### src/design/rmd_pkg.sv
// ----------------------------------------------------------------------------
// Receive message deframer package
// Shared types, character constants and small decode functions.
// ----------------------------------------------------------------------------
`default_nettype none

package rmd_pkg;

    localparam int MAX_SIZE_DIGITS = 5;
    localparam int SIZE_W          = 17;
    localparam int DCNT_W          = 3;

    localparam logic [7:0] CH_CR    = 8'h0D;
    localparam logic [7:0] CH_ESC   = 8'h5C;
    localparam logic [7:0] CH_SPACE = 8'h20;
    localparam logic [7:0] CH_ZERO  = 8'h30;
    localparam logic [7:0] CH_NINE  = 8'h39;
    localparam logic [7:0] CH_UA    = 8'h41;
    localparam logic [7:0] CH_UF    = 8'h46;

    typedef enum logic [3:0] {
        PH_IDLE   = 4'd0,
        PH_PFX1   = 4'd1,
        PH_PFX2   = 4'd2,
        PH_PFX3   = 4'd3,
        PH_PFX4   = 4'd4,
        PH_PFX5   = 4'd5,
        PH_PFX6   = 4'd6,
        PH_PFX7   = 4'd7,
        PH_SIZE   = 4'd8,
        PH_DATA   = 4'd9,
        PH_REJECT = 4'd10
    } t_phase;

    typedef enum logic [1:0] {
        ESC_NONE = 2'd0,
        ESC_LOW  = 2'd1,
        ESC_HIGH = 2'd2
    } t_esc;

    // One decoded payload byte, as handed from the parser to the output stage.
    typedef struct packed {
        logic       emit;
        logic [7:0] data;
        logic       last;
    } t_result;

    // Expected character at each position of the "RECV 15 " prefix.
    function automatic logic [7:0] prefix_char(input logic [2:0] idx);
        logic [7:0] ch;
        case (idx)
            3'd0:    ch = 8'h52; // R
            3'd1:    ch = 8'h45; // E
            3'd2:    ch = 8'h43; // C
            3'd3:    ch = 8'h56; // V
            3'd4:    ch = 8'h20; // space
            3'd5:    ch = 8'h31; // 1
            3'd6:    ch = 8'h35; // 5
            default: ch = 8'h20; // space
        endcase
        return ch;
    endfunction

    // Upper-case hex digit decode: bit 4 set means not a hex digit.
    function automatic logic [4:0] hex_value(input logic [7:0] c);
        logic [4:0] v;
        if (c >= CH_ZERO && c <= CH_NINE) begin
            v = {1'b0, 4'(c - CH_ZERO)};
        end else if (c >= CH_UA && c <= CH_UF) begin
            v = {1'b0, 4'(c - CH_UA + 8'd10)};
        end else begin
            v = 5'h10;
        end
        return v;
    endfunction

endpackage

`default_nettype wire

### src/design/rmd_parser.sv
// ----------------------------------------------------------------------------
// Deframer parser
// Holds the framing state and decodes one byte per step.
// ----------------------------------------------------------------------------
`default_nettype none

module rmd_parser (
    input  wire logic          i_clk,
    input  wire logic          i_rst_n,
    input  wire logic          i_step,
    input  wire logic [7:0]    i_byte,
    output rmd_pkg::t_result   o_res
);

    rmd_pkg::t_phase                    r_phase, n_phase;
    logic [rmd_pkg::SIZE_W-1:0]         r_size, n_size;
    logic [rmd_pkg::DCNT_W-1:0]         r_dcnt, n_dcnt;
    logic [rmd_pkg::SIZE_W-1:0]         r_pcnt, n_pcnt;
    rmd_pkg::t_esc                      r_esc, n_esc;
    logic [3:0]                         r_nib, n_nib;

    logic [4:0]                         hex_v;
    logic [rmd_pkg::SIZE_W-1:0]         size_mul;
    logic [rmd_pkg::SIZE_W-1:0]         pcnt_inc;
    logic [rmd_pkg::DCNT_W-1:0]         dcnt_inc;
    logic                               is_digit;

    assign hex_v    = rmd_pkg::hex_value(i_byte);
    assign is_digit = (i_byte >= rmd_pkg::CH_ZERO) && (i_byte <= rmd_pkg::CH_NINE);
    assign size_mul = (r_size << 3) + (r_size << 1)
                    + rmd_pkg::SIZE_W'(i_byte - rmd_pkg::CH_ZERO);
    assign pcnt_inc = r_pcnt + 1'b1;
    assign dcnt_inc = r_dcnt + 1'b1;

    always_comb begin
        n_phase = r_phase;
        n_size  = r_size;
        n_dcnt  = r_dcnt;
        n_pcnt  = r_pcnt;
        n_esc   = r_esc;
        n_nib   = r_nib;
        o_res   = '{emit: 1'b0, data: i_byte, last: 1'b0};

        if (r_phase != rmd_pkg::PH_DATA && i_byte == rmd_pkg::CH_CR) begin
            n_phase = rmd_pkg::PH_IDLE;
            n_size  = '0;
            n_dcnt  = '0;
            n_pcnt  = '0;
            n_esc   = rmd_pkg::ESC_NONE;
        end else begin
            case (r_phase)
                rmd_pkg::PH_IDLE: begin
                    if (i_byte == rmd_pkg::prefix_char(3'd0)) begin
                        n_phase = rmd_pkg::PH_PFX1;
                    end
                end
                rmd_pkg::PH_PFX1, rmd_pkg::PH_PFX2, rmd_pkg::PH_PFX3,
                rmd_pkg::PH_PFX4, rmd_pkg::PH_PFX5, rmd_pkg::PH_PFX6,
                rmd_pkg::PH_PFX7: begin
                    if (i_byte == rmd_pkg::prefix_char(r_phase[2:0])) begin
                        n_phase = rmd_pkg::t_phase'(r_phase + 4'd1);
                    end else begin
                        n_phase = rmd_pkg::PH_REJECT;
                        n_size  = '0;
                        n_dcnt  = '0;
                        n_esc   = rmd_pkg::ESC_NONE;
                    end
                end
                rmd_pkg::PH_SIZE: begin
                    if (i_byte == rmd_pkg::CH_SPACE) begin
                        if (r_size == '0) begin
                            n_phase = rmd_pkg::PH_IDLE;
                            n_pcnt  = '0;
                        end else begin
                            n_phase = rmd_pkg::PH_DATA;
                            n_pcnt  = '0;
                        end
                        n_dcnt = '0;
                        n_esc  = rmd_pkg::ESC_NONE;
                    end else if (is_digit &&
                                 32'(dcnt_inc) < rmd_pkg::MAX_SIZE_DIGITS + 1) begin
                        n_size = size_mul;
                        n_dcnt = dcnt_inc;
                    end else begin
                        n_phase = rmd_pkg::PH_REJECT;
                        n_size  = '0;
                        n_dcnt  = '0;
                        n_esc   = rmd_pkg::ESC_NONE;
                    end
                end
                rmd_pkg::PH_DATA: begin
                    if (r_esc == rmd_pkg::ESC_NONE) begin
                        if (i_byte == rmd_pkg::CH_ESC) begin
                            n_esc = rmd_pkg::ESC_HIGH;
                        end else begin
                            o_res.emit = 1'b1;
                        end
                    end else if (!hex_v[4]) begin
                        if (r_esc == rmd_pkg::ESC_HIGH) begin
                            n_esc = rmd_pkg::ESC_LOW;
                            n_nib = hex_v[3:0];
                        end else begin
                            n_esc      = rmd_pkg::ESC_NONE;
                            o_res.emit = 1'b1;
                            o_res.data = {r_nib, hex_v[3:0]};
                        end
                    end else begin
                        n_phase = rmd_pkg::PH_REJECT;
                        n_size  = '0;
                        n_dcnt  = '0;
                        n_esc   = rmd_pkg::ESC_NONE;
                    end
                    if (o_res.emit) begin
                        n_pcnt = pcnt_inc;
                        if (pcnt_inc == r_size) begin
                            o_res.last = 1'b1;
                            n_phase    = rmd_pkg::PH_IDLE;
                            n_size     = '0;
                            n_dcnt     = '0;
                            n_pcnt     = '0;
                            n_esc      = rmd_pkg::ESC_NONE;
                        end
                    end
                end
                default: begin
                    // Reject and unused codes wait for a carriage return.
                end
            endcase
        end
    end

    always_ff @(posedge i_clk) begin
        if (!i_rst_n) begin
            r_phase <= rmd_pkg::PH_IDLE;
            r_size  <= '0;
            r_dcnt  <= '0;
            r_pcnt  <= '0;
            r_esc   <= rmd_pkg::ESC_NONE;
            r_nib   <= '0;
        end else if (i_step) begin
            r_phase <= n_phase;
            r_size  <= n_size;
            r_dcnt  <= n_dcnt;
            r_pcnt  <= n_pcnt;
            r_esc   <= n_esc;
            r_nib   <= n_nib;
        end
    end

endmodule

`default_nettype wire

### src/design/rmd_out_reg.sv
// ----------------------------------------------------------------------------
// Deframer output register
// Holds one decoded byte until the receiver takes it.
// ----------------------------------------------------------------------------
`default_nettype none

module rmd_out_reg (
    input  wire logic          i_clk,
    input  wire logic          i_rst_n,
    input  wire logic          i_load,
    input  wire rmd_pkg::t_result i_res,
    input  wire logic          i_ready,
    output logic               o_room,
    output logic               o_valid,
    output logic [7:0]         o_data,
    output logic               o_last
);

    logic       r_valid, n_valid;
    logic [7:0] r_data;
    logic       r_last;

    assign o_room  = !r_valid || i_ready;
    assign n_valid = i_load || (r_valid && !i_ready);

    always_ff @(posedge i_clk) begin
        if (!i_rst_n) begin
            r_valid <= 1'b0;
        end else begin
            r_valid <= n_valid;
        end
    end

    always_ff @(posedge i_clk) begin
        if (i_load) begin
            r_data <= i_res.data;
            r_last <= i_res.last;
        end
    end

    assign o_valid = r_valid;
    assign o_data  = r_data;
    assign o_last  = r_last;

endmodule

`default_nettype wire

### src/design/recv_message_deframer.sv
// ----------------------------------------------------------------------------
// Receive message deframer
// Strips the "RECV 15 <size> " header from a serial byte stream and emits
// the payload bytes with hex escapes decoded.
// ----------------------------------------------------------------------------
// Usage:
// Raw bytes enter on the rx channel (i_rx_valid / o_rx_ready / i_rx_byte),
// one request per byte. Decoded payload bytes leave on the out channel
// (o_out_valid / i_out_ready) with o_payload_last marking the byte that
// completes the announced size. Header bytes, escape introducers and
// rejected bytes produce no output request.
// Each accepted byte lands in an input register; from there the parser
// decodes it and updates its framing state, and a resulting byte is written
// to the output register, which drives o_out_valid. The block takes one
// byte per cycle while the output register has room for the bytes it emits.
// When the receiver stalls, the output register holds its byte and the
// input register holds one more; a byte that produces no output still moves
// through. o_rx_ready drops only when both are occupied or reset is held.
// Reset (synchronous, active low) returns the parser to idle, awaiting the
// first prefix letter, and empties both registers.
// ----------------------------------------------------------------------------
`default_nettype none

module recv_message_deframer (
    input  wire logic       i_clk,
    input  wire logic       i_rst_n,
    input  wire logic       i_rx_valid,
    output logic            o_rx_ready,
    input  wire logic [7:0] i_rx_byte,
    output logic            o_out_valid,
    input  wire logic       i_out_ready,
    output logic [7:0]      o_data_byte,
    output logic            o_payload_last
);

    logic             r_in_valid, n_in_valid;
    logic [7:0]       r_in_byte;
    logic             rx_acc;
    logic             adv;
    logic             room;
    rmd_pkg::t_result res;

    // The staged byte moves on when it produces nothing or the output has room.
    assign adv        = r_in_valid && (!res.emit || room);
    assign o_rx_ready = i_rst_n && (!r_in_valid || adv);
    assign rx_acc     = i_rx_valid && o_rx_ready;
    assign n_in_valid = rx_acc || (r_in_valid && !adv);

    always_ff @(posedge i_clk) begin
        if (!i_rst_n) begin
            r_in_valid <= 1'b0;
        end else begin
            r_in_valid <= n_in_valid;
        end
    end

    always_ff @(posedge i_clk) begin
        if (rx_acc) begin
            r_in_byte <= i_rx_byte;
        end
    end

    rmd_parser u_parser (
        .i_clk   (i_clk),
        .i_rst_n (i_rst_n),
        .i_step  (adv),
        .i_byte  (r_in_byte),
        .o_res   (res)
    );

    rmd_out_reg u_out (
        .i_clk   (i_clk),
        .i_rst_n (i_rst_n),
        .i_load  (adv && res.emit),
        .i_res   (res),
        .i_ready (i_out_ready),
        .o_room  (room),
        .o_valid (o_out_valid),
        .o_data  (o_data_byte),
        .o_last  (o_payload_last)
    );

endmodule

`default_nettype wire

### config.mk
export PLATFORM = sky130hd
export DESIGN_NAME = recv_message_deframer
export DESIGN_NICKNAME = d
export VERILOG_FILES = /design/src/design/rmd_pkg.sv /design/src/design/rmd_parser.sv /design/src/design/rmd_out_reg.sv /design/src/design/recv_message_deframer.sv
export SDC_FILE = /design/constraint.sdc
export NUM_CORES = 1
export LEC_CHECK = 0
export BUFFER_PORTS_ARGS = -buffer_cell sky130_fd_sc_hd__buf_2
export CORE_MARGIN = 10
export CORE_UTILIZATION = 39
export DETAILED_ROUTE_END_ITERATION = 8
export GPL_ROUTABILITY_DRIVEN = 0
export PLACE_DENSITY_LB_ADDON = 0.25
export SETUP_SLACK_MARGIN = 0.1
export SLEW_MARGIN = 20
export SYNTH_ARGS = -nofsm -noshare
export SYNTH_HDL_FRONTEND = slang
export SYNTH_SLANG_ARGS = --single-unit
### constraint.sdc
create_clock -name i_clk -period 3.9 [get_ports i_clk]
set_input_delay 0.195 -clock i_clk [delete_from_list [all_inputs] [get_ports i_clk]]
set_output_delay 0.195 -clock i_clk [all_outputs]
set_load 0.01 [all_outputs]
==> flow_summary.yaml <==
sta:
  period_needed_ns: 3.513
  max_freq_mhz: 284.7
  timing.hold.ws_ns: 0.02906
  worst_slew_pin_slew_ns: 0.8531
  setup_violations: 0
  final.setup_skew_ns: 0.006376
  rsz0062_at_grt: "false"
  slew_viol_final: 0
  slew_headroom_pct: 42.35
  tns_ns: 0
  period_share_pct: 90.07
  layout_setup_ws_ns: 0.3874
  hold_viol: 0
route:
  ant_nets: 0
  dr.pass1.iters: 6
  drtIter0Drc: 405
  drc: 0
  wl_mm: 13.53
  wl_per_cell_um: 16.63
  vias: 4711
  drt-vias-per-instance: 5.787
grt:
  antenna_found_initial: 0
  grt_pass1_vias: 4641
  grt_pass1_wl_mm: 22.49
  gr-total-overflow: 0
  grt_usage_pct: 14.79
  grt_max_degree: 33
power:
  power_w: 0.001628
  p_per_area_mw_per_mm2: 276.3
  p_leak_nw: 2.509
  vdd_drop_max_mv: 0.1814
final_layout:
  areaGrowthSynthToFinish_pct: 10.59
  insertedDiodeCount: 0
  nets: 691
  drive_gt1_share_pct: 12.23
  final_cells: 814
clock_tree:
  ctsHoldBuffers: 0
  htree_levels: 3
  cts_num_sinks: 66
  clockBufferDepth: 2
  cts_buffers: 9
  cts_root_buf: "clkbuf_16"
  path_clk_slew_ns: 0.06
  cts_setup_buffers: 0
  clock_latency_ns: 0.34
  tritoncts: "done"
yosys:
  ys_ff_latch: 66
  post-synth-top-count-cell: "dfxtp_1"
  yosys.area.top_type: "dfxtp_1"
  syn_area_per_cell_um2: 8.593
  synthesis.nets: 678
  synth_commonest_cells: "dfxtp_1 (49), nand2_1 (47), a21oi_1 (39)"
  synth_top_flop_cell: "dfxtp_1"
  ys_warn_count: 0
  synth_cell_type_count: 68
  async_flop_share_pct: 0
  yosys.area.top_type_share_pct: 18.41
  ys_seq_area_share_pct: 27.99
  synthTopCellsByArea: "dfxtp_1 (18%), edfxtp_1 (9.6%), ha_1 (7.5%)"
  syn_area_mm2: 0.005328
  synth_cells: 620
  synth_edf_count: 17
placed_design:
  pre_cts_slack_ns: 0.3925
  place_inst: 798
  io_buffers: 22
  place_hpwl_mm: 10.43
die:
  io_pins: 23
  start_util_pct: 40.07
  die_area_mm2: 0.01874
  core-area_mm2: 0.01330
  die_w_um: 136.9
  die_h_um: 136.9
  placementRows: 42
hold_path:
  hp-class: "input port to flop"
  hp-start: "i_rx_byte[7]"
critical_path:
  cp-start-kind: "flop"
  end_kind: "flop"
  arrival_ns: 3.79
  worstPathMaxFanout: 17
  critical_path_class: "flop to flop"
  critPathRequiredTime_ns: 4.18
  critPathLaunch: "u_parser.r_phase[2]"
  rr_startpoint: "u_parser.r_phase[2]"
run:
  drv_cap: 0
outcome:
  status: "complete, no violations"
metrics by stage:
step	cell area, um^2	util [%]
2_1_floorplan	5328	-
3_3_place_gp	5600	42.12
3_5_place_dp	5600	42.12
4_1_cts	5887	44.28
5_1_grt	5892	44.32
6_report	5892	44.32
sequential cells by signal, indices dropped and copies added (netlist names):
signal            count
u_parser.r_phase      4
u_out.o_valid         1
u_parser.r_nib        4
u_parser.r_pcnt      17
r_in_valid            1
u_out.o_data          8
u_parser.r_esc        2
u_out.o_last          1
u_parser.r_size      17
r_in_byte             8
u_parser.r_dcnt       3
worst max-delay path, cell delays in order (launching register included):
cell and delay, ns:
dfxtp_1 0.55, inv_1 0.17, ha_1 0.30, or3_1 0.36
a2111o_1 0.38, a211o_1 0.37, o21ai_0 0.29, a21o_1 0.22
a221o_1 0.57, a22o_1 0.24
routing by layer:
layer	wire length (um)	global-route usage (%)	vias to the layer above	part of all wire (%)
met2	6581	25.63	128	49
li1	-	-	2307	-
met4	358	6.792	0	2.6
met5	0	0	-	0
met1	5998	17.38	2250	44
met3	596	2.603	26	4.4
worst paths after layout:
check                        end  slack, ns  depth (start not counted)
min reg2reg   u_parser.r_dcnt[0]       0.46                          1
max          u_parser.r_size[12]       0.39                          9
min                 r_in_byte[7]       0.03                          1
max reg2reg  u_parser.r_size[12]       0.39                          9
what timing repair did:
action | CTS | global route
resized for setup | 0 | 2
setup endpoints to repair | 0 | 2
endpoints found under the hold margin | 0 | 0
cell usage in the layout (no fill, tap or decap), drive strengths merged, types with 16 or more instances in the layout:
master	Yosys	final
nor3	17	17
nor4	16	16
buf	10	35
edfxtp	17	17
a21oi	39	39
a22o	17	17
nor2	33	33
dfxtp	49	49
inv	37	41
nand3	24	24
o21ai	27	27
nand2	47	47
xnor2	28	28
ha	32	32
power breakdown:
part	internal, W	switching [W]	leakage (nW)
Clock	0.000442	0.000337	0.135
Sequential	0.000709	0.0000149	0.553
Combinational	0.0000502	0.0000750	1.82
Total	0.00120	0.000427	2.51
logic make-up after synthesis:
logic type | synth area share, %
XOR/XNOR | 6.905
AND/OR/NAND/NOR | 23.91
buffers and inverters | 5.519
adder cells (fa/ha/maj) | 12.78
AO/OA/AOI/OAI | 20.69
multiplexers | 2.208
flip-flops | 27.99
area by class of cell:
type / instances / area [um^2]
clock buffer: 9 / 225.2
tap: 176 / 220.2
multi-input combinational: 484 / 3547
inverter: 37 / 138.9
timing repair buffer: 35 / 207.7
sequential: 66 / 1491
fill: 1279 / 7403
clock inverter: 7 / 61.31
Power figures use the tool's default switching activity.
